--- src/design/det_ram.sv ---
`default_nettype none

module det_ram #(
	parameter int WIDTH = 8,
	parameter int DEPTH = 128
) (
	input  wire logic                       clk,
	input  wire logic                       we,
	input  wire logic [$clog2(DEPTH)-1:0]   waddr,
	input  wire logic [WIDTH-1:0]           wdata,
	input  wire logic [$clog2(DEPTH)-1:0]   raddr,
	output      logic [WIDTH-1:0]           rdata
);

	logic [WIDTH-1:0] mem [DEPTH];

	always_ff @(posedge clk) begin
		if (we) begin
			mem[waddr] <= wdata;
		end
		rdata <= mem[raddr];
	end

endmodule

`default_nettype wire

--- config.mk ---
export PLATFORM = sky130hd
export DESIGN_NAME = det_ram
export DESIGN_NICKNAME = d
export VERILOG_FILES = /design/src/design/det_ram.sv
export SDC_FILE = /design/constraint.sdc
export NUM_CORES = 1
export LEC_CHECK = 0
export ABC_AREA = 0
export BUFFER_PORTS_ARGS = -buffer_cell sky130_fd_sc_hd__clkbuf_2
export CORE_ASPECT_RATIO = 2
export CORE_MARGIN = 4
export CORE_UTILIZATION = 59
export CTS_BUF_LIST = sky130_fd_sc_hd__clkbuf_4
export DETAILED_ROUTE_END_ITERATION = 16
export PLACE_DENSITY_LB_ADDON = 0.15
export SLEW_MARGIN = 5
export SYNTH_ARGS = -nofsm -noshare
export SYNTH_HDL_FRONTEND = slang
export SYNTH_SLANG_ARGS = --single-unit
export TNS_END_PERCENT = 20
--- constraint.sdc ---
create_clock -name clk -period 2.5 [get_ports clk]
set_input_delay 0.125 -clock clk [delete_from_list [all_inputs] [get_ports clk]]
set_output_delay 0.125 -clock clk [all_outputs]
set_load 0.05 [all_outputs]
# Word level (Yosys, flattened, before mapping)
# Memories as Yosys holds them, arrays and structs flattened. A register that Yosys moved wholly into a read port is not among the register bits.
# Cells that the tools add are included.
word_totals:
  reg_bits: 0
  ramBits: 1024
  input_bits: 24
  output_inout_bits: 8
  elab_cells: 3
  mem_count: 1
memory_table:
  columns: ["name", "words", "word_bits", "rd", "rd_ports_with_merged_regs", "write_ports", "line_no", "text"]
  rows:
  - ["mem", 128, 8, 1, 1, 1, "15", "logic [WIDTH-1:0] mem [DEPTH];"]
op_classes:
  mux: 2
op_table:
  columns: ["operator", "count"]
  rows:
  - ["2-to-1 mux 1 bit", 2]

# Logic depth before layout (Yosys ltp)
# Gate-level depths: netlist of the first run.
logic_depth:
  word_depth: 2
  depth_mapped: 7
  ltp_nobuf: 4

# Worst setup path before layout of the first run
# No wires, ideal clock.
synth_path:
  path_type: "input to register"
  start: "input raddr[0]"
  end: "register rdata[0] (read register of mem)"
  setup_ps: 121
  arrival_time_ps: 2508
  t_required_ps: 2379
  path_slack_ps: -129
  path_stages: 6
  n_path_buf: 2
  cell_sequence: "clkbuf_1 buf_1 mux4_2 mux4_2 mux4_2 mux2_2"
synth_rtl:
  columns: ["element", "line_no", "text"]
  rows:
  - ["from (decl)", "11", "input wire logic [$clog2(DEPTH)-1:0] raddr,"]
  - ["to (decl)", "12", "output logic [WIDTH-1:0] rdata"]

==> results of run 1 <==
[layout by cell type (no fill, tap or decap), drive strengths merged, types with 2 or more instances in the layout]
master       instances
edfxtp            1024
diode                2
buf                240
nand2b               2
nand3               12
nand4                3
nand2               14
bufinv               4
clkbuf             315
dfxtp                8
nor2               122
dlygate4sd3         26
nor2b                7
inv                  6
mux4               336
clkinv              58
nor3                 9
mux2                 8
[worst max-delay path, cell delays in order, from the launching register on]
cell and delay, ns:
edfxtp_1 0.38, mux4_2 0.52, mux4_2 0.56, mux4_2 0.56, mux2_2 0.28
[metal layers]
layer / track usage (%) / routed length, um / vias to the layer above
met1: 31.56 / 30470 / 10240
met4: 14.97 / 5463 / 4
li1: - / - / 7983
met3: 4.898 / 5587 / 211
met2: 48.96 / 53370 / 777
met5: 0 / 14 / -
[logic make-up after synthesis]
| family | Yosys count | synth area share [%] |
|---|---|---|
| flip-flops | 1032 | 77.93 |
| multiplexers | 344 | 19.30 |
| AND/OR/NAND/NOR | 170 | 1.757 |
| buffers and inverters | 89 | 1.013 |
[path summary, 6_finish.rpt]
check,endpoint,depth (start not counted),start
max,rdata[3],4,mem[72][3]
min,mem[30][4],2,wdata[4]
max reg2reg,rdata[3],4,mem[72][3]
min reg2reg,rdata[0],4,mem[68][0]
[through the flow]
stage	total power [mW]	TNS (ns)	setup WS [ns]	hold slack (ns)	area, um2
floorplan	20.55	0	0.02328	0.2239	39700
global placement	21.53	-2.315	-0.3309	0.5982	42750
detailed placement	21.57	-2.307	-0.3649	0.6229	42750
CTS	33.41	0	0.06486	0.02844	45620
global route	34.32	0	0.05003	0.1077	45620
finish	33.06	0	0.06796	0.1505	45620
[report_power, final]
group / leakage (nW) / internal [mW] / switching [mW]
clock network: 1.55 / 5.85 / 6.02
logic: 3.91 / 0.865 / 1.18
registers: 9.27 / 19.1 / 0.0622
total: 14.7 / 25.8 / 7.26
[cell type report]
cell class,instances,area [um2],share of cell area [%]
repair buffers,285,2645,5.798
diodes,2,5.005,0.01097
flip-flops and latches,1032,30910,67.75
clock buffers,296,2222,4.871
clock inverters,69,377.9,0.8283
multi-input cells,514,8354,18.31
well taps,884,1106,2.425
[flip-flops by register name, summed over array words and instances (netlist names)]
name	count
rdata	8
mem	1024
==> summary.md, run 1 <==
| Metric | Value |
|---|---|
| Run status | finished clean |
| Post-synthesis cell type count | 17 |
| Primary FF master, synth | edfxtp_1 |
| IO Count | 32 |
| Crit-path max FO | 1 |
| Clock buffer depth | 3 |
| Post-synthesis cell count | 1,635 |
| Final worst-path cycle share | 97.28% |
| Detailed Routing Iterations Pass 1 | 7 |
| Leading post-synthesis cells by cell area | edfxtp_1, mux4_2, nor2_1, clkbuf_1, dfxtp_1 |
| CTS tree | built |
| H-tree depth | 4 |
| Critical Path Source Type | register |
| Vias after detailed routing | 19,210 |
| Area share of the largest cell type after synthesis | 77.52% |
| Vias in the first global route | 20,710 |
| Largest net degree at the start of global routing | 129 |
| Die W | 191.3 um |
| GRT Resource Usage Total | 27.57% |
| Synthesized cell area | 0.03967 mm2 |
| Avg Inst Size Synth | 24.26 um2 |
| Wirelength, routed | 94.91 mm |
| Wirelength per Cell | 30.79 um |
| Clock Sinks | 1,032 |
| R2R setup slack | 0.07 ns |
| Fmax | 411.2 MHz |
| Detailed-route DRC error count | 0 |
| Critical path arrival | 3.33 ns |
| Mapped Nets | 1,659 |
| Cts repair resizes | 0 |
| Yosys top cell by area | edfxtp_1 |
| Number of synthesized flops with an enable pin | 1,024 |
| Clock Latency Late Sink | 1.02 ns |
| Max Cap Violations | 0 |
| Slew @ Worst Pin | 0.7979 ns |
| Max-slew violations | 0 |
| LEAKAGE | 14.74 nW |
| Ys Warns | 0 |
| Post-CTS setup buffers | 0 |
| Total gr overflow | 0 |
| Type of the worst min-delay path | in -> reg |
| Placer Congestion | 0.8901 |
| Core ar. | 0.06673 mm2 |
| DRT iter0 DRCs | 1,739 |
| Nets | 2,066 |
| Crit path time final | 2.432 ns |
| Most frequent cell after synthesis | edfxtp_1 |
| Rel. slew slack | 46.80% |
| Worst-path clk slew | 0.08 ns |
| CTS hold repair buffers | 26 |
| Synth-to-Final Area Change | 15.01% |
| Row cnt | 134 |
| Asr flop ratio synth | 0% |
| Die Span Y | 374.7 um |
| Unrepaired setup endpoints after global routing | no |
| Port Buffers | 31 |
| Endpoint class of the critical path | register |
| Setup violators final | 0 |
| Post-placement cell count | 2,689 |
| First-pass GRT wire length | 139.6 mm |
| Clk root buf | clkbuf_4 |
| Number of buffers created by CTS | 209 |
| Initial antenna violation count | 4 |
| Max IR drop VDD | 0.5135 mV |
| Pwr dens | 724.8 mW/mm2 |
| Initial Util | 59.44% |
| Top cells by count, synth | edfxtp_1, mux4_2, nor2_1 |
| Share of layout cells above drive strength 1 | 41.80% |
| Worst EP required | 3.40 ns |
| Yosys reg bits | 1,032 |
| Vias per inst | 6.233 |
| Final Hold Fails | 0 |
| Final non-filler cell total | 3,082 |
| Die footprint | 0.07169 mm2 |
| DRT antenna net count | 0 |
| Detailed Place HPWL | 63.82 mm |
| Fillers | 4,300 |
| Register area share after synthesis | 77.93% |
| Fin util | 68.37% |
| Clock skew | 0.06604 ns |
| Type of the worst setup path | reg -> reg |
Power figures use the tool's default switching activity.
==> run 2: changes to the inputs <==
--- a/config.mk
+++ b/config.mk
@@ -7,9 +7,11 @@
 export LEC_CHECK = 0
 export ABC_AREA = 0
 export BUFFER_PORTS_ARGS = -buffer_cell sky130_fd_sc_hd__clkbuf_2
+export CELL_PAD_IN_SITES_DETAIL_PLACEMENT = 1
+export CELL_PAD_IN_SITES_GLOBAL_PLACEMENT = 1
 export CORE_ASPECT_RATIO = 2
 export CORE_MARGIN = 4
-export CORE_UTILIZATION = 59
+export CORE_UTILIZATION = 53
 export CTS_BUF_LIST = sky130_fd_sc_hd__clkbuf_4
 export DETAILED_ROUTE_END_ITERATION = 16
 export PLACE_DENSITY_LB_ADDON = 0.15
==> run 2 against run 1 <==
Compared with the run above:
- combinational power is 4% higher
- first-iteration DRC count is 7.8% lower
- critical path type is now in -> reg
- sequential cell count stayed put
- total power is 2.0% higher
- wire length is 11% higher
==> summary.md, run 2 (same netlist as run 1, synthesis figures left out) <==
| Metric | Value |
|---|---|
| Setup violators final | 0 |
| Initial Util | 53.53% |
| Largest registers | mem: 1024 flops, rdata: 8 flops |
| Detailed Place HPWL | 71.08 mm |
| Number of buffers created by CTS | 214 |
| Unrepaired setup endpoints after global routing | no |
| Vias after detailed routing | 19,410 |
| GRT Resource Usage Total | 27.20% |
| Crit path time final | 2.480 ns |
| Port Buffers | 31 |
| Vias per inst | 6.163 |
| Die footprint | 0.07955 mm2 |
| Crit path buffers/inverters | 6 |
| Crit-path max FO | 8 |
| DRT iter0 DRCs | 1,604 |
| CP endpoint | mem[92][2] |
| Worst path most repeated cell | dlygate4sd3_1 |
| Die W | 201.4 um |
| Vias in the first global route | 21,440 |
| Switching Power | 7.531 mW |
| Combinational share of power | 6.3% |
| Worst path slowest cell | dlygate4sd3_1 |
| Max IR drop VDD | 0.4397 mV |
| Wirelength, routed | 105.2 mm |
| Pwr dens | 734.1 mW/mm2 |
| Final Hold Fails | 0 |
| Max incr delay on CP | 0.60 ns |
| Tot Pwr | 33.73 mW |
| Critical Path Source Type | primary input |
| Reg-to-reg critical path startpoint | mem[78][6] |
| Flip-flop count of the largest register after layout | 1,024 |
| Fillers | 6,093 |
| Reg with most FFs | mem |
| Max-slew violations | 0 |
| Cells along the critical path | dlygate4sd3_1 > buf_4 > nor2b_4 > dlygate4sd3_1 > nand2_1 > dlygate4sd3_1 > nor2_1 > dlygate4sd3_1 > buf_4 |
| P_int | 26.20 mW |
| Endpoint class of the critical path | register |
| Clk root buf | clkbuf_4 |
| Most frequent cells in the layout | edfxtp_1, mux4_2, clkbuf_4 |
| Worst reg2reg path depth | 4 |
| Hold path startpoint | wdata[2] |
| Critical path arrival | 3.24 ns |
| Clock Latency Late Sink | 1.06 ns |
| Worst EP required | 3.26 ns |
| Clock Sinks | 1,032 |
| Type of the worst min-delay path | in -> reg |
| CP top delay family | buffers and inverters |
| Worst-path clk slew | 0.07 ns |
| Die Span Y | 394.9 um |
| R2R setup slack | 0.06 ns |
| Post-CTS setup buffers | 0 |
| Synth-to-Final Area Change | 15.84% |
| Rel. slew slack | 20.92% |
| Detailed-route DRC error count | 0 |
| Row cnt | 141 |
| Flop pwr share | 56.8% |
| Reg-to-reg endpoint | rdata[6] |
| Slew @ Worst Pin | 1.182 ns |
| Most common cell after layout, fill and taps aside | edfxtp_1 |
| Beginning of the critical path | we |
| Setup ws final | 0.02036 ns |
| LEAKAGE | 14.85 nW |
| Fmax | 403.3 MHz |
| Largest net degree at the start of global routing | 89 |
| CTS tree | built |
| Share of layout cells above drive strength 1 | 42.08% |
| Core ar. | 0.07410 mm2 |
| Switch share | 22.32% |
| IO Count | 32 |
| Stages on worst setup path | 9 |
| Detailed Routing Iterations Pass 1 | 5 |
| Total gr overflow | 0 |
| Clock buffer depth | 3 |
| H-tree depth | 4 |
| Type of the worst setup path | in -> reg |
| Setup WS pre-CTS | -0.3092 ns |
| Wirelength per Cell | 33.40 um |
| Clock share of power | 36.9% |
| DRT antenna net count | 0 |
| Final worst-path cycle share | 99.19% |
| Clock skew | 0.03821 ns |
| Max Cap Violations | 0 |
| Initial antenna violation count | 4 |
| Run status | finished clean |
| Nets | 2,068 |
| First-pass GRT wire length | 153.4 mm |
| Placer Congestion | 0.8580 |
[run 2: cell types whose count changed in the layout (fill, tap and decap cells not counted), sizes merged]
cell	change
diode	+1
clkinvlp	-1
clkinv	+6
buf	-5
inv	-3
dlygate4sd3	+3
clkbuf	+21
[run 2: stage by stage]
step / TNS, ns / utilization, % / hold slack [ns] / std cells / cell area (um2)
4_1_cts: 0 / 61.99 / 0.03919 / 3146 / 45930
3_3_place_gp: -2.075 / 57.85 / 0.5727 / 2728 / 42870
2_1_floorplan: 0 / - / 0.2239 / 1635 / 39700
3_5_place_dp: -2.028 / 57.85 / 0.5915 / 2728 / 42870
5_1_grt: 0 / 62.01 / 0.1105 / 3148 / 45950
6_report: 0 / 62.01 / 0.1451 / 3149 / 45950
[run 2: worst min-delay path by stage]
stage,end,slack (ns),depth (start not counted)
finish,mem[30][2],0.15,2
global route,mem[31][2],0.11,2
CTS,mem[125][2],0.04,2
detailed placement,mem[91][6],0.59,1
global placement,mem[90][6],0.57,1
floorplan,mem[0][0],0.22,0
[run 2: final cells by class]
cell class | count | area [um2] | share of cell area, %
clock inverters | 71 | 387.9 | 0.8441
well taps | 929 | 1162 | 2.530
flip-flops and latches | 1032 | 30910 | 67.27
clock buffers | 318 | 2387 | 5.196
multi-input cells | 514 | 8362 | 18.20
repair buffers | 282 | 2733 | 5.947
diodes | 3 | 7.507 | 0.01634
[run 2: repair_timing]
| item | in CTS | in global routing |
|---|---|---|
| hold endpoints to repair | 1732 | 0 |
| hold buffers | 29 | 0 |
| gates resized for setup | 0 | 5 |
| setup endpoints to repair | 0 | 8 |
[run 2: metal layers]
metal / share of wire [%] / track usage, %
met1: 33 / 30.10
met2: 58 / 51.04
met3: 4.7 / 4.612
met4: 4.8 / 12.06
met5: 0.025 / 0
[run 2: power by group through the flow]
stage	clock [mW]	combinational [mW]	sequential (mW)
finish	12.5	2.13	19.1
global route	13.8	2.21	19.1
CTS	12.8	2.16	19.1
detailed placement	0	2.12	19.5
global placement	0	2.07	19.5
floorplan	0	0.975	19.6
