## src/design/det_pkg.sv

```systemverilog
`default_nettype none

package det_pkg;

	localparam int TABLE_ENTRIES = 128;
	localparam int IDX_W = (TABLE_ENTRIES > 1) ? $clog2(TABLE_ENTRIES) : 1;
	localparam int PTR_W = IDX_W + 1;
	localparam int SLOT_W = 7;

	localparam logic [7:0] NO_PARENT = 8'hFF;

	typedef enum logic [2:0] {
		ACT_ALLOC  = 3'd0,
		ACT_FREE   = 3'd1,
		ACT_WRITE  = 3'd2,
		ACT_LOOKUP = 3'd3,
		ACT_EXISTS = 3'd4,
		ACT_NEXT   = 3'd5
	} action_t;

	typedef enum logic [2:0] {
		ST_IDLE,
		ST_SCAN,
		ST_LOOK,
		ST_EXEC,
		ST_RESP
	} state_t;

	typedef struct packed {
		logic [63:0] owner;
		logic [7:0]  owner_tail;
		logic [63:0] fname;
		logic [7:0]  fname_tail;
	} name_t;

	typedef struct packed {
		logic [7:0]  parent;
		logic [1:0]  kind;
		logic [14:0] length;
	} attr_t;

	typedef struct packed {
		logic [2:0]  action;
		logic [6:0]  index;
		logic [7:0]  parent;
		logic [1:0]  entry_type;
		logic [14:0] file_length;
		name_t       name;
	} req_t;

	typedef struct packed {
		logic              found;
		logic [SLOT_W-1:0] slot;
		logic [7:0]        parent;
		logic [1:0]        kind;
		logic [14:0]       length;
	} rsp_t;

	typedef struct packed {
		logic             name_we;
		logic             attr_we;
		logic [IDX_W-1:0] waddr;
		logic [IDX_W-1:0] raddr;
		name_t            name_wdata;
		attr_t            attr_wdata;
	} ram_cmd_t;

endpackage

`default_nettype wire

```

## src/design/det_ctrl.sv

```systemverilog
`default_nettype none

module det_ctrl (
	input  wire logic              clk,
	input  wire logic              arst_n,
	input  wire logic              req_valid,
	input  wire det_pkg::req_t     req,
	output      logic              req_ready,
	input  wire logic              out_free,
	output      logic              res_valid,
	output      det_pkg::rsp_t     res,
	output      det_pkg::ram_cmd_t ram,
	input  wire det_pkg::name_t    name_rd,
	input  wire det_pkg::attr_t    attr_rd
);

	det_pkg::state_t state_q, state_d;
	det_pkg::req_t   req_q;
	det_pkg::action_t act_q, act_in;
	det_pkg::rsp_t   res_q, res_d;

	logic [det_pkg::PTR_W-1:0]         addr_q, addr_start;
	logic                              pend_s1;
	logic [det_pkg::IDX_W-1:0]         pidx_s1;
	logic [det_pkg::TABLE_ENTRIES-1:0] valid_q;

	logic accept, in_range_in, in_range_q, used_q, scan_end;
	logic owner_ok, hit_raw, hit, alloc_claim;

	assign act_q  = det_pkg::action_t'(req_q.action);
	assign act_in = det_pkg::action_t'(req.action);
	assign accept = req_valid && req_ready;

	assign in_range_in = 32'(req.index) < det_pkg::TABLE_ENTRIES;
	assign in_range_q  = 32'(req_q.index) < det_pkg::TABLE_ENTRIES;
	assign used_q      = in_range_q && valid_q[det_pkg::IDX_W'(req_q.index)];
	assign scan_end    = 32'(addr_q) >= det_pkg::TABLE_ENTRIES;

	// compare stage of the scan, one entry per cycle
	assign owner_ok = valid_q[pidx_s1]
		&& name_rd.owner == req_q.name.owner
		&& name_rd.owner_tail == req_q.name.owner_tail
		&& attr_rd.parent == req_q.parent;

	always_comb begin
		case (act_q)
			det_pkg::ACT_ALLOC:  hit_raw = !valid_q[pidx_s1];
			det_pkg::ACT_EXISTS: hit_raw = owner_ok
				&& name_rd.fname == req_q.name.fname
				&& name_rd.fname_tail == req_q.name.fname_tail;
			det_pkg::ACT_NEXT:   hit_raw = owner_ok;
			default:             hit_raw = 1'b0;
		endcase
	end

	assign hit         = (state_q == det_pkg::ST_SCAN) && pend_s1 && hit_raw;
	assign alloc_claim = hit && act_q == det_pkg::ACT_ALLOC;

	always_comb begin
		if (act_in == det_pkg::ACT_NEXT) begin
			addr_start = in_range_in ? det_pkg::PTR_W'(req.index)
				: det_pkg::PTR_W'(det_pkg::TABLE_ENTRIES);
		end else begin
			addr_start = '0;
		end
	end

	// next state
	always_comb begin
		state_d = state_q;
		case (state_q)
			det_pkg::ST_IDLE: begin
				if (req_valid) begin
					case (act_in)
						det_pkg::ACT_ALLOC,
						det_pkg::ACT_EXISTS,
						det_pkg::ACT_NEXT:   state_d = det_pkg::ST_SCAN;
						det_pkg::ACT_LOOKUP: state_d = det_pkg::ST_LOOK;
						default:             state_d = det_pkg::ST_EXEC;
					endcase
				end
			end
			det_pkg::ST_SCAN: begin
				if (hit || (!pend_s1 && scan_end)) begin
					state_d = det_pkg::ST_RESP;
				end
			end
			det_pkg::ST_LOOK: state_d = det_pkg::ST_RESP;
			det_pkg::ST_EXEC: state_d = det_pkg::ST_RESP;
			det_pkg::ST_RESP: begin
				if (out_free) begin
					state_d = det_pkg::ST_IDLE;
				end
			end
			default: state_d = det_pkg::ST_IDLE;
		endcase
	end

	// outputs
	always_comb begin
		req_ready = state_q == det_pkg::ST_IDLE;
		res_valid = (state_q == det_pkg::ST_RESP) && out_free;
		res       = res_q;

		ram.raddr = (state_q == det_pkg::ST_IDLE) ? det_pkg::IDX_W'(req.index)
			: addr_q[det_pkg::IDX_W-1:0];
		ram.name_we = (state_q == det_pkg::ST_EXEC) && act_q == det_pkg::ACT_WRITE
			&& used_q;
		ram.attr_we = ram.name_we || alloc_claim;
		ram.waddr   = (state_q == det_pkg::ST_SCAN) ? pidx_s1
			: det_pkg::IDX_W'(req_q.index);
		ram.name_wdata = req_q.name;
		if (state_q == det_pkg::ST_SCAN) begin
			ram.attr_wdata = '{parent: det_pkg::NO_PARENT, kind: 2'd0, length: 15'd0};
		end else begin
			ram.attr_wdata = '{parent: req_q.parent, kind: req_q.entry_type,
				length: req_q.file_length};
		end
	end

	always_comb begin
		res_d = '{found: 1'b0, slot: '0, parent: det_pkg::NO_PARENT,
			kind: 2'd0, length: 15'd0};
		case (state_q)
			det_pkg::ST_SCAN: begin
				if (hit) begin
					res_d.found = 1'b1;
					res_d.slot  = det_pkg::SLOT_W'(pidx_s1);
				end
			end
			det_pkg::ST_LOOK: begin
				if (used_q) begin
					res_d.found  = 1'b1;
					res_d.slot   = req_q.index;
					res_d.parent = attr_rd.parent;
					res_d.kind   = attr_rd.kind;
					res_d.length = attr_rd.length;
				end
			end
			det_pkg::ST_EXEC: begin
				if (used_q && (act_q == det_pkg::ACT_FREE
					|| act_q == det_pkg::ACT_WRITE)) begin
					res_d.found = 1'b1;
					res_d.slot  = req_q.index;
				end
			end
			default: res_d = res_q;
		endcase
	end

	always_ff @(posedge clk or negedge arst_n) begin
		if (!arst_n) begin
			state_q <= det_pkg::ST_IDLE;
			valid_q <= '0;
			pend_s1 <= 1'b0;
		end else begin
			state_q <= state_d;
			pend_s1 <= (state_q == det_pkg::ST_SCAN) && !scan_end && !hit;
			if (alloc_claim) begin
				valid_q[pidx_s1] <= 1'b1;
			end
			if (state_q == det_pkg::ST_EXEC && act_q == det_pkg::ACT_FREE && used_q) begin
				valid_q[det_pkg::IDX_W'(req_q.index)] <= 1'b0;
			end
		end
	end

	always_ff @(posedge clk) begin
		if (accept) begin
			req_q  <= req;
			addr_q <= addr_start;
		end else if (state_q == det_pkg::ST_SCAN && !scan_end) begin
			addr_q <= addr_q + 1'b1;
		end
		if (state_q == det_pkg::ST_SCAN) begin
			pidx_s1 <= addr_q[det_pkg::IDX_W-1:0];
		end
		res_q <= res_d;
	end

	a_claim_sets_valid: assert property (@(posedge clk) disable iff (!arst_n)
		alloc_claim |=> valid_q[$past(pidx_s1)])
		else $error("claimed slot not marked in use");

	a_scan_in_table: assert property (@(posedge clk) disable iff (!arst_n)
		(pend_s1 && state_q == det_pkg::ST_SCAN)
			|-> 32'(pidx_s1) < det_pkg::TABLE_ENTRIES)
		else $error("scan compared an entry beyond the table");

	a_found_is_used: assert property (@(posedge clk) disable iff (!arst_n)
		(res_valid && res.found && act_q != det_pkg::ACT_FREE)
			|-> valid_q[det_pkg::IDX_W'(res.slot)])
		else $error("result names an entry that is not in use");

	a_no_write_idle: assert property (@(posedge clk) disable iff (!arst_n)
		(ram.name_we || ram.attr_we) |-> state_q != det_pkg::ST_IDLE
			&& state_q != det_pkg::ST_RESP)
		else $error("table written outside a request");

endmodule

`default_nettype wire

```

## config.mk

```make
export PLATFORM = sky130hd
export DESIGN_NAME = det_ctrl
export DESIGN_NICKNAME = d
export VERILOG_FILES = /design/src/design/det_pkg.sv /design/src/design/det_ctrl.sv
export SDC_FILE = /design/constraint.sdc
export NUM_CORES = 1
export LEC_CHECK = 0
export BUFFER_PORTS_ARGS = -buffer_cell sky130_fd_sc_hd__buf_2
export CELL_PAD_IN_SITES_DETAIL_PLACEMENT = 0
export CELL_PAD_IN_SITES_GLOBAL_PLACEMENT = 1
export CORE_AREA = 2 2 220 222
export CTS_BUF_LIST = sky130_fd_sc_hd__clkbuf_4
export CTS_CLUSTER_DIAMETER = 200
export DETAILED_ROUTE_END_ITERATION = 8
export DIE_AREA = 0 0 222 224
export GPL_ROUTABILITY_DRIVEN = 1
export PLACE_DENSITY = 0.8
export SLEW_MARGIN = 30
export SYNTH_ARGS = -nofsm -noshare
export SYNTH_HDL_FRONTEND = slang
export SYNTH_SLANG_ARGS = --single-unit
```

## constraint.sdc

```tcl
create_clock -name clk -period 10 [get_ports clk]
set_clock_uncertainty 0.05 [all_clocks]
set_input_delay 1 -clock clk [delete_from_list [all_inputs] [get_ports clk]]
set_output_delay 1 -clock clk [all_outputs]
set_load 0.02 [all_outputs]
```

# ---- After elaboration in Yosys (flattened, before gate mapping)
# Cells that the tools add are included.
dict set report totals {
  wordCells 111
  inputBits 352
  register_bits 359
}
dict set report classes {
  bitwise_logic 3
  n_eq_ne 19
  mux 27
  n_lt_le_gt_ge 5
  reduce_logical 37
  n_addsub 1
}
# cell count
set op_table {}
lappend op_table {{$mux 128} 2}
lappend op_table {{$and 128x128->128} 1}
lappend op_table {{$eq 64x64->1} 2}
lappend op_table {{$not 128->128} 1}
lappend op_table {{$or 128x128->128} 1}
lappend op_table {{$pmux 25 s2} 1}
lappend op_table {{$mux 33} 1}
lappend op_table {{$mux 8} 4}
lappend op_table {{$mux 25} 1}
lappend op_table {{$eq 8x8->1} 3}
lappend op_table {{$pmux 8 s3} 1}
lappend op_table {{$mux 7} 3}
lappend op_table {{$logic_and 1x1->1} 20}
lappend op_table {{$lt 7x8->1 const B} 2}
lappend op_table {{$eq 3x3->1 const B} 5}
lappend op_table {{$bmux 1 s7} 2}
lappend op_table {{$demux 1 s7} 2}
lappend op_table {{$ge 7x1->1 const B} 2}
lappend op_table {{$eq 3x2->1 const B} 4}
lappend op_table {{$pmux 3 s4} 1}
lappend op_table {{$logic_not 3->1} 3}
lappend op_table {{$mux 3} 3}
lappend op_table {{$add 8x1->8 const B} 1}
lappend op_table {{$ge 8x8->1 const B} 1}
lappend op_table {{other kinds (12)} 25}

# ---- Depth between registers and ports, before layout
# Gate-level depths: netlist of run 1.
dict set report depth {
  depth_word 13
  ltp_mapped 14
  ltp_nobuf 8
}

# ---- Worst setup path before layout of run 1
# No wires, ideal clock.
dict set report synth_path {
  kind {input to register}
  startpoint {input req_valid}
  endpoint {register req_q (netlist bit act_q[0]) (enable)}
  cell_stages 2
  t_required_ns 8.326
  slack_ns 3.875
  arrival_ns 4.451
  setup_time_ns 1.624
  path_buffers 0
  path_cell_list {nand2_1 > clkinv_1}
}
dict set report synth_via {
  elab_chain_cells 1
}
# element line
set synth_rtl {}
lappend synth_rtl {{start: declaration} det_ctrl.sv:6} ;# input wire logic req_valid,
lappend synth_rtl {{$logic_and 1x1->1} det_ctrl.sv:32} ;# assign accept = req_valid && req_ready;
lappend synth_rtl {{named net accept} det_ctrl.sv:27} ;# logic accept, in_range_in, in_range_q, used_q, scan_end;
lappend synth_rtl {{end signal: assignment} det_ctrl.sv:170} ;# req_q <= req;
lappend synth_rtl {{end: declaration} det_ctrl.sv:18} ;# det_pkg::req_t req_q;
# The timed path passes the listed nets, and every way through them passes these cells.
# A chain may end at the register's enable or synchronous reset.

==> results.md, run 1 <==
- Total Wirelength: around 86000 um
- Drt wl/cell: around 31 um
- Post-Syn Area per Cell: ~12 um^2
- Worst EP arrival: between 4000 and 5000 ps
- Rel. slew slack: between 20% and 30%
- Initial antenna violation count: 26
- First-pass GRT wire length: 118700 um
- Leading post-synthesis cells by cell area: edfxtp_1, dfrtp_1, buf_4
- Yosys warning count: 0
- CP Capture Type: output port
- Run status: finished clean
- Post-route DRC: 0
- Power per cell area: around 240 nW/um^2
- IO Count: 572
- H-tree levels: 3
- Share of the synthesized area in the top cell type: between 30% and 40%
- CTS tree: done
- Placement Setup Slack: between 5000 and 6000 ps
- Cell Area, Synth: approximately 19000 um^2
- Worst-Margin Slew: around 1100 ps
- Post-synthesis cell type count: 72
- Sequential-to-total area share from yosys stat: 54.18%
- Net Sw Power: ~2300 uW
- Power share of the sequential group: 39.8%
- LEAKAGE: approximately 0.0094 uW
- Final Critical Period: about 5500 ps
- Die Span Y: 224 um
- Largest net degree at the start of global routing: roughly 110
- Maxcap violations: 0
- Layout fillers: 4466
- Initial Util: 39.45%
- Net Sw Frac: 42.19%
- Root buffer cell: clkbuf_4
- Slowest CP cell: and2_0
- TritonCTS buffer count: 98
- Hold slack final: a little over 80 ps
- First-pass iteration count of the detailed router: 6
- Top FF cell, synth: edfxtp_1
- Post-detailed-placement half-perimeter wirelength: ~65000 um
- Internal power: around 3200 uW
- CP Max Fanout: 35
- Maximum clock path buffer count: 3
- RR Startpoint: req_q[170]$_DFFE_PP_
- Delay-heaviest family, CP: simple AND/OR/NAND/NOR gates
- Vias/cell: just over 6
- Global placement routability congestion: about 0.96
- Core Region: between 40000 and 50000 um^2
- Slowest Stage Delay on Critical Path: around 750 ps
- Full die area: between 40000 and 50000 um^2
- Mapped Nets: between 1500 and 2000
- Area of the multi-input gates: roughly 7000 um^2
- Horiz. Die Dim: 222 um
- Final setup vio count: 0
- Crit Path Class: flop to output port
- EDFF count, synth: between 200 and 250
- Global-route usage over all layers: about 34%
- Fin nets: ~2400
- Maximum VDD drop: roughly 0.00017 V
- Sequential cell area: 10120 um^2
- Worst-path cell chain: buf_4, and2_0, a22oi_1, o221ai_1, a21oi_1, or4_1, nand4_1, nor3b_1, a31o_2, buf_2
- Layout cells sized above 1: 38.85%
- FP Rows: 80
- Combinational power share: around a third
- #FFs+latches synth: approximately 360
- DR iter-0 viols: roughly 2400
- Synth-to-layout area growth: 19.46%
- Final Max Tran Viols: 0
- Post-synth top area cell: edfxtp_1
- Post-synth ARST share: approximately 37%
- Setup repair after global routing missed its margin: no
- CTS Sinks: roughly 360
- Achievable Freq: between 150 and 200 MHz
- Most common cell in the netlist: edfxtp_1
- Number of global-route vias before repair: ~16000
- Final period utilization: between 50 and 60%
- GRT Residual Overflow: 0
- Endpoints failing hold: 0
- Crit Reg-Reg Endpoint: valid_q[37]$_DFF_PN0_
- Reg clk slew, reported paths: approximately 70 ps
- Port buffer count: approximately 570
- Post-detailed-route count of antenna-violating nets: 0
- Final setup margin: between 4000 and 5000 ps
- Post-CTS Setup Bufs: 0
- Clk pwr share: about a quarter
- CP required: a little under 9000 ps
- DR vias: 16800
- R2r setup slk: around 5100 ps
- Commonest cells in the netlist: edfxtp_1, buf_4, a21oi_1
- Worst hold path class: input pin to asynchronous set/reset pin
- Hold-fix buffers, CTS: 0
- Gate count of the mapped netlist: ~1600
- Post-CTS Resized: 0
- Reg2reg path depth: 11
- CP bufs+invs: 2
- Worst skew pair latency: 900 ps
- Startpoint types: flop
- Setup TNS: 0 ps
==> sequential cells by signal, indices dropped and copies added (netlist names) <==
name and cells:
state_q 3, ram 144, res 33, pend_s1 1, addr_q 8, req_q 32, pidx_s1 7, valid_q 128
act_q 3
==> per-layer routing <==
metal / share of wire [%] / GRT usage (%) / vias up
met5: 0.045 / 0 / -
met4: 2.2 / 9.220 / 6
met3: 11 / 9.234 / 147
li1: - / - / 6891
met1: 42 / 48.26 / 8492
met2: 44 / 50.04 / 1266
==> per-stage QoR <==
stage	instances	utilization, %	instance area, um^2	total power, uW
CTS	2746	47.06	22280	5435
detailed placement	2562	44.31	20980	4019
global route	2751	47.09	22300	5644
global placement	2562	44.28	20970	4014
finish	2758	47.13	22310	5465
floorplan	1598	-	18680	3388
==> layout by cell type (no fill, tap or decap), types with 24 or more instances in the layout <==
master and count:
nor2_1 44, a31oi_1 125, xor2_1 88, buf_4 25
nand4_1 24, mux2i_1 28, clkbuf_4 142, a221oi_1 30
nor4_1 30, buf_2 570, dfrtp_1 132, and3_1 25
a21oi_1 135, xnor2_1 70, nand2_1 53, nor3_1 45
clkinv_1 27, edfxtp_1 227
==> power groups by stage <==
stage,clock [uW],combinational [uW],sequential [uW]
final,1410,1880,2180
after global routing,1500,1960,2180
after CTS,1430,1840,2160
after detailed placement,0,1840,2180
after global placement,0,1830,2190
after floorplan,0,1240,2140
==> kinds of logic (layout without fill, tap and decap cells) <==
group           count (synthesis)  in the layout  share of synthesized area [%]
xor+xnor                      158            158                          7.409
flops                         359            359                          54.18
simple gates                  348            348                          10.55
compound gates                401            401                          13.88
other cells                     0             12                              0
buf+inv                       261            794                          8.829
mux                            69             69                          5.017
fa+ha+maj                       2              2                         0.1340
==> worst register-to-register path, cell delays in order (launching register included) <==
cell	delay, ps
edfxtp_1	320
buf_4	440
and2_0	790
a22oi_1	230
o221ai_1	400
a21oi_1	140
or4_1	450
nand4_1	150
buf_4	460
nor3b_4	870
buf_4	400
a21oi_1	110
==> layout make-up <==
cell class                 count  area share, %
multi-input combinational    978          31.25
tap                          615          3.449
antenna                       12         0.1346
sequential                   359          45.35
clock inverter                42          1.054
clock buffer                 142          4.778
timing repair buffer         597          13.73
inverter                      13         0.2523
==> worst max path at each step <==
stage                                     from                endpoint  slack [ps]  cells past startpoint
final                     req_q[170]$_DFFE_PP_                ram[183]        4480                     10
after global routing      req_q[170]$_DFFE_PP_                ram[183]        4270                     10
after CTS                 req_q[170]$_DFFE_PP_                ram[183]        4540                     10
after detailed placement  req_q[170]$_DFFE_PP_  valid_q[108]$_DFF_PN0_        5310                     11
after global placement    req_q[170]$_DFFE_PP_  valid_q[109]$_DFF_PN0_        5310                     11
after floorplan                      req_valid      act_q[0]$_DFFE_PP_        3870                      2
(Power assumes the default switching activity.)
==> run 2: changes to the inputs <==
Settings changed: CORE_AREA 2 2 220 222 to unset, CORE_MARGIN set to 2, CORE_UTILIZATION set to 37, DIE_AREA 0 0 222 224 to unset, PLACE_DENSITY 0.8 to 0.79.
Clock period 10 ns to 4.83 ns, I/O delays scaled along.
==> run 2 against run 1 <==
- utilization grew 2.3 points
- clock power grew 110%
- combinational power grew 120%
- via count grew 6.9%
- sequential cell count is the same
==> results.md, run 2 (synthesized netlist as in run 1, its figures left out) <==
- Full die area: 52290 um^2 (+5.2%)
- Initial antenna violation count: 14 (-46%)
- Maximum clock path buffer count: 3 (unchanged)
- Grt met1 use: 47.55% (-0.71 points)
- Commonest non-fill, non-tap cell in the layout: buf_2
- Commonest non-fill, non-tap cells in the layout: buf_2, edfxtp_1, dlygate4sd3_1
- DR vias: 17960 (+6.9%)
- Worst skew pair latency: 910 ps (about the same)
- GRT Residual Overflow: 0 (unchanged)
- Rel. slew slack: 34.19% (+5.1 points)
- Horiz. Die Dim: 228.7 um (+3.0%)
- Root buffer cell: clkbuf_4
- Worst-Margin Slew: 982.7 ps (-72.54 ps)
- RR Startpoint: req_q[169]$_DFFE_PP_
- Met2 global-route usage: 49.53% (-0.51 points)
- Synth-to-layout area growth: 32.24%
- Post-detailed-route count of antenna-violating nets: 0 (unchanged)
- GR peak layer: met2
- Layout fillers: 4627 (+3.6%)
- FP Rows: 82 (+2.5%)
- Post-detailed-placement half-perimeter wirelength: 66410 um (+2.9%)
- DR iter-0 viols: 2310 (-5.4%)
- Combinational power share: 35.1% (+0.7 points)
- Drt wl/cell: 29.42 um (-5.9%)
- CP Max Fanout: 20 (-43%)
- Total Wirelength: 89480 um (+3.8%)
- WHS Endpoint: state_q[1]$_DFFE_PN0P_
- Setup TNS: 0 ps (unchanged)
- Core Region: 49970 um^2 (+5.5%)
- Startpoint types: flop
- LEAKAGE: 0.01040 uW (+10%)
- Largest net degree at the start of global routing: 138 (+30%)
- Crit Reg-Reg Endpoint: valid_q[53]$_DFF_PN0_
- Power per cell area: 470.3 nW/um^2 (+92%)
- Met3 usage: 7.310% (-1.9 points)
- Port buffer count: 571 (unchanged)
- HP Start: req_valid
- Reg2reg path depth: 10 (-1)
- Max FFs per register: 144 (unchanged)
- Worst hold path class: input pin to flop
- Hold Path Cell Cnt: 3
- Internal power: 6819 uW (+120%)
- Fin nets: 2631 (+9.6%)
- Final Max Tran Viols: 0 (unchanged)
- R2r setup slk: 860 ps (-4220 ps)
- Clk pwr share: 25.6% (about the same)
- First-pass iteration count of the detailed router: 6 (unchanged)
- Run status: finished clean
- Final period utilization: a little under 100%
- Maxcap violations: 0 (unchanged)
- Worst EP arrival: 4170 ps (-300 ps)
- Final setup vio count: 0 (unchanged)
- CP required: 4300 ps (-4650 ps)
- Net Sw Power: 4797 uW (+110%)
- Maximum VDD drop: 0.0003290 V (+95%)
- Crit Path Class: flop to output port
- Global-route usage over all layers: 33.17% (-0.48 points)
- TritonCTS buffer count: 97 (-1.0%)
- Final Power: 11620 uW (+110%)
- Vias/cell: 5.906 (-3.1%)
- Layout cells sized above 1: 36.36% (-2.5 points)
- Post-route DRC: 0 (unchanged)
- CTS tree: done
- CP Capture Type: output port
- Endpoints failing hold: 0 (unchanged)
- CTS Sinks: 359 (unchanged)
- Achievable Freq: roughly 210 MHz
- H-tree levels: 3 (unchanged)
- Net Sw Frac: 41.29% (-0.90 points)
- Power share of the sequential group: 39.3% (-0.5 points)
- Final Critical Period: 4703 ps
- Global placement routability congestion: 1.042 (+8.9%)
- First-pass GRT wire length: 124700 um (+5.1%)
- Die Span Y: 228.7 um (+2.1%)
- Initial Util: 37.38% (-2.1 points)
- Reg clk slew, reported paths: 70 ps (about the same)
- Setup repair after global routing missed its margin: no
- IO Count: 572 (unchanged)
- Number of global-route vias before repair: 17560 (+11%)
[run 2: power by group through the flow]
stage	registers [uW]	clock network [uW]	logic (uW)
floorplan	4400	0	2570
global placement	4580	0	3790
detailed placement	4570	0	3820
CTS	4530	3030	3990
global route	4580	3170	4240
finish	4560	2980	4080
[run 2: worst max-delay path by stage]
| stage | depth (start not counted) | endpoint | slack, ps | startpoint |
|---|---|---|---|---|
| 4_1_cts | 10 | ram[183] | 20 | req_q[170]$_DFFE_PP_ |
| 2_1_floorplan | 11 | ram[183] | 1370 | req_q[170]$_DFFE_PP_ |
| 5_1_grt | 8 | ram[183] | 20 | pidx_s1[0]$_DFFE_PP_ |
| 6_report | 8 | ram[183] | 130 | pidx_s1[0]$_DFFE_PP_ |
| 3_5_place_dp | 11 | valid_q[76]$_DFF_PN0_ | 800 | req_q[169]$_DFFE_PP_ |
| 3_3_place_gp | 11 | valid_q[53]$_DFF_PN0_ | 760 | req_q[169]$_DFFE_PP_ |
[run 2: worst max-delay path, cell delays in order (launching register included)]
cell and delay (ps):
edfxtp_1 960, and2_1 780, nand2_1 110, a311o_1 350, o221a_1 220, o31a_1 150, o32ai_4 310, a31o_2 200
buf_2 210
[run 2: cell type report]
type / instances / area, um^2 / share of cell area [%]
clock buffer: 148 / 1111 / 4.498
antenna: 9 / 22.52 / 0.09118
sequential: 359 / 10120 / 40.97
multi-input combinational: 978 / 6977 / 28.25
inverter: 13 / 61.31 / 0.2482
timing repair buffer: 828 / 5343 / 21.63
clock inverter: 34 / 225.2 / 0.9118
tap: 672 / 840.8 / 3.404
[run 2: stage by stage]
step / std cells / setup WS (ps) / utilization, % / instance area (um^2) / hold WS [ps]
floorplan: 1598 / 1371 / - / 18680 / 137.4
global placement: 2639 / 762.8 / 42.48 / 21220 / 464.3
detailed placement: 2639 / 803.7 / 42.48 / 21230 / 477.3
CTS: 3029 / 16.63 / 49.31 / 24640 / 14.87
global route: 3038 / 24.96 / 49.42 / 24690 / 112.3
finish: 3041 / 126.9 / 49.43 / 24700 / 79.98
[run 2: per-layer routing]
layer	share of wire [%]	up-vias	wire [um]
li1	-	7345	-
met1	42	8981	37520
met2	44	1413	39460
met3	11	214	9610
met4	3.2	6	2855
met5	0.036	-	32
[run 2: timing repair]
action / CTS / global route
setup endpoints to repair: 1 / 2
setup buffers: 2 / 3
hold buffers: 206 / 0
hold endpoints to repair: 269 / 0
resized for setup: 0 / 1
==> run 3: changes to the inputs <==
--- a/constraint.sdc
+++ b/constraint.sdc
@@ -3,3 +3,3 @@
 set_input_delay 0.483 -clock clk [delete_from_list [all_inputs] [get_ports clk]]
 set_output_delay 0.483 -clock clk [all_outputs]
-set_load 0.02 [all_outputs]
+set_load 0.005 [all_outputs]
==> run 3 against run 2 <==
- register-to-register slack improved by 150 ps
- total power down 4.8%
- largest power group unchanged
- first-iteration DRC count grew 23%
- sequential power hardly changed
- count of clock-buffer cells in the layout up 9
- critical endpoint unchanged
- critical path type unchanged
- die area is the same
==> results.md, run 3 (synthesized netlist as in run 1, its figures left out) <==
- Worst hold path class: input pin to asynchronous set/reset pin
- Number of global-route vias before repair: 17410 (-0.85%)
- Placement Setup Slack: 942.3 ps (+138.6 ps)
- Largest net degree at the start of global routing: 142 (+2.9%)
- Final setup vio count: 0 (unchanged)
- Post-detailed-route count of antenna-violating nets: 0 (unchanged)
- GRT Residual Overflow: 0 (unchanged)
- Drt wl/cell: 29.58 um (+0.54%)
- CTS tree: done
- Initial antenna violation count: 17 (+3)
- Die Span Y: 228.7 um (unchanged)
- Post-CTS Setup Bufs: 0 (-2)
- Maximum VDD drop: 0.0002727 V (-17%)
- Root buffer cell: clkbuf_4
- Worst Setup EP: ram[183]
- CP required: 4300 ps (about the same)
- FP Rows: 82 (unchanged)
- Synth-to-layout area growth: 32.14% (about the same)
- Power per cell area: 448.2 nW/um^2 (-4.7%)
- Fin nets: 2638 (+0.27%)
- Reg clk slew, reported paths: 70 ps (about the same)
- Delay-heaviest family, CP: compound AO/OA/AOI/OAI gates
- Vias/cell: 5.845 (-1.0%)
- Crit Path Class: flop to output port
- R2r setup slk: 1010 ps (+150 ps)
- Post-CTS Resized: 0 (unchanged)
- Area of the multi-input gates: 6970 um^2 (about the same)
- Horiz. Die Dim: 228.7 um (unchanged)
- Slowest CP cell: edfxtp_1
- Worst path depth: 8 (unchanged)
- LEAKAGE: 0.01041 uW (about the same)
- Post-route DRC: 0 (unchanged)
- Final setup margin: 354.0 ps (+227.1 ps)
- Worst-path cell chain: nor2b_2, buf_4, a221o_1, a31oi_1, nand4_1, o32ai_4, a31o_2, buf_2
- Run status: finished clean
- CP Capture Type: output port
- First-pass GRT wire length: 126900 um (+1.8%)
- Worst EP arrival: 3940 ps (-230 ps)
- Global placement routability congestion: 1.001 (-3.9%)
- CP bufs+invs: 2 (+1)
- Startpoint types: flop
- Setup repair after global routing missed its margin: no
- Max FFs per register: 144 (unchanged)
- RR Startpoint: pidx_s1[0]$_DFFE_PP_
- Maximum clock path buffer count: 3 (unchanged)
- DR iter-0 viols: 2832 (+23%)
- Reg2reg path depth: 8 (-2)
- Setup TNS: 0 ps (unchanged)
- Worst skew pair latency: 890 ps (-20 ps)
- Final Max Tran Viols: 0 (unchanged)
- Commonest non-fill, non-tap cell in the layout: buf_2
- Worst-Margin Slew: 886.6 ps (-96.07 ps)
- Final period utilization: 92.67% (-4.7 points)
- Total Wirelength: 90170 um (+0.78%)
- TritonCTS buffer count: 102 (+5.2%)
- Layout fillers: 4675 (+1.0%)
- Crit path launch: pidx_s1[0]$_DFFE_PP_
- Rel. slew slack: 40.44% (+6.2 points)
- Commonest non-fill, non-tap cells in the layout: buf_2, edfxtp_1, dlygate4sd3_1
- IO Count: 572 (unchanged)
- Post-detailed-placement half-perimeter wirelength: 68230 um (+2.7%)
- Final Critical Period: 4476 ps (-227.1 ps)
- Sequential cell area: 10120 um^2 (unchanged)
- Port buffer count: 571 (unchanged)
- Hold-fix buffers, CTS: 207 (+0.49%)
- Full die area: 52290 um^2 (unchanged)
- Achievable Freq: 223.4 MHz (+5.1%)
- CP Max Fanout: 12 (-40%)
- Slowest Stage Delay on Critical Path: 780 ps (-180 ps)
- H-tree levels: 3 (unchanged)
- Layout cells sized above 1: 36.56% (+0.20 points)
- Core Region: 49970 um^2 (unchanged)
- Maxcap violations: 0 (unchanged)
- Crit Reg-Reg Endpoint: res[25]$_DFFE_PN_
- DR vias: 17820 (-0.79%)
- Global-route usage over all layers: 33.79% (+0.62 points)
- Initial Util: 37.38% (unchanged)
- CTS Sinks: 359 (unchanged)
- Endpoints failing hold: 0 (unchanged)
- First-pass iteration count of the detailed router: 8 (+2)
-- run 3: cell type report --
| type | instances | area share, % |
|---|---|---|
| Antenna cell | 10 | 0.1014 |
| Clock buffer | 157 | 4.775 |
| Clock inverter | 29 | 0.5576 |
| Inverter | 13 | 0.2484 |
| Multi-Input combinational cell | 978 | 28.24 |
| Sequential cell | 359 | 41.00 |
| Tap cell | 672 | 3.407 |
| Timing Repair Buffer | 830 | 21.67 |
-- run 3: worst min path at each step --
stage	start	to	cells after the start
2_1_floorplan	arst_n	pend_s1$_DFF_PN0_	0
5_1_grt	arst_n	valid_q[97]$_DFF_PN0_	2
3_3_place_gp	arst_n	valid_q[26]$_DFF_PN0_	1
3_5_place_dp	arst_n	valid_q[29]$_DFF_PN0_	1
6_report	arst_n	valid_q[99]$_DFF_PN0_	2
4_1_cts	arst_n	valid_q[96]$_DFF_PN0_	2
-- run 3: stage by stage --
stage               cells  power, uW  hold slack (ps)  utilization (%)  area (um^2)
finish               3048      11060            67.81            49.40        24680
floorplan            1598       6415            137.4                -        18680
global placement     2645       7899            399.1            42.54        21250
detailed placement   2645       7898            408.8            42.54        21250
CTS                  3038      11000            4.733            49.32        24640
global route         3043      11470            79.14            49.37        24670
-- run 3: per-layer routing --
layer | GRT usage, % | vias up | wire length (um)
met5 | 0 | - | 39
met4 | 9.048 | 6 | 2381
met3 | 8.308 | 183 | 9684
met2 | 50.86 | 1292 | 40210
met1 | 48.52 | 8987 | 37860
li1 | - | 7349 | -
-- run 3: report_power, final --
group | switching [uW] | internal [uW] | leakage (uW)
sequential | 582 | 3970 | 0.00397
clock | 1450 | 1480 | 0.000785
combinational | 2300 | 1270 | 0.00566
total | 4330 | 6730 | 0.0104
-- run 3: worst register-to-register path, stage by stage (launching register included) --
cell and delay [ps]:
edfxtp_1 780, nor2b_2 320, buf_4 280, a221o_1 360
a31oi_1 170, nand4_1 340, or4_1 630, and3_1 360
a32o_1 290
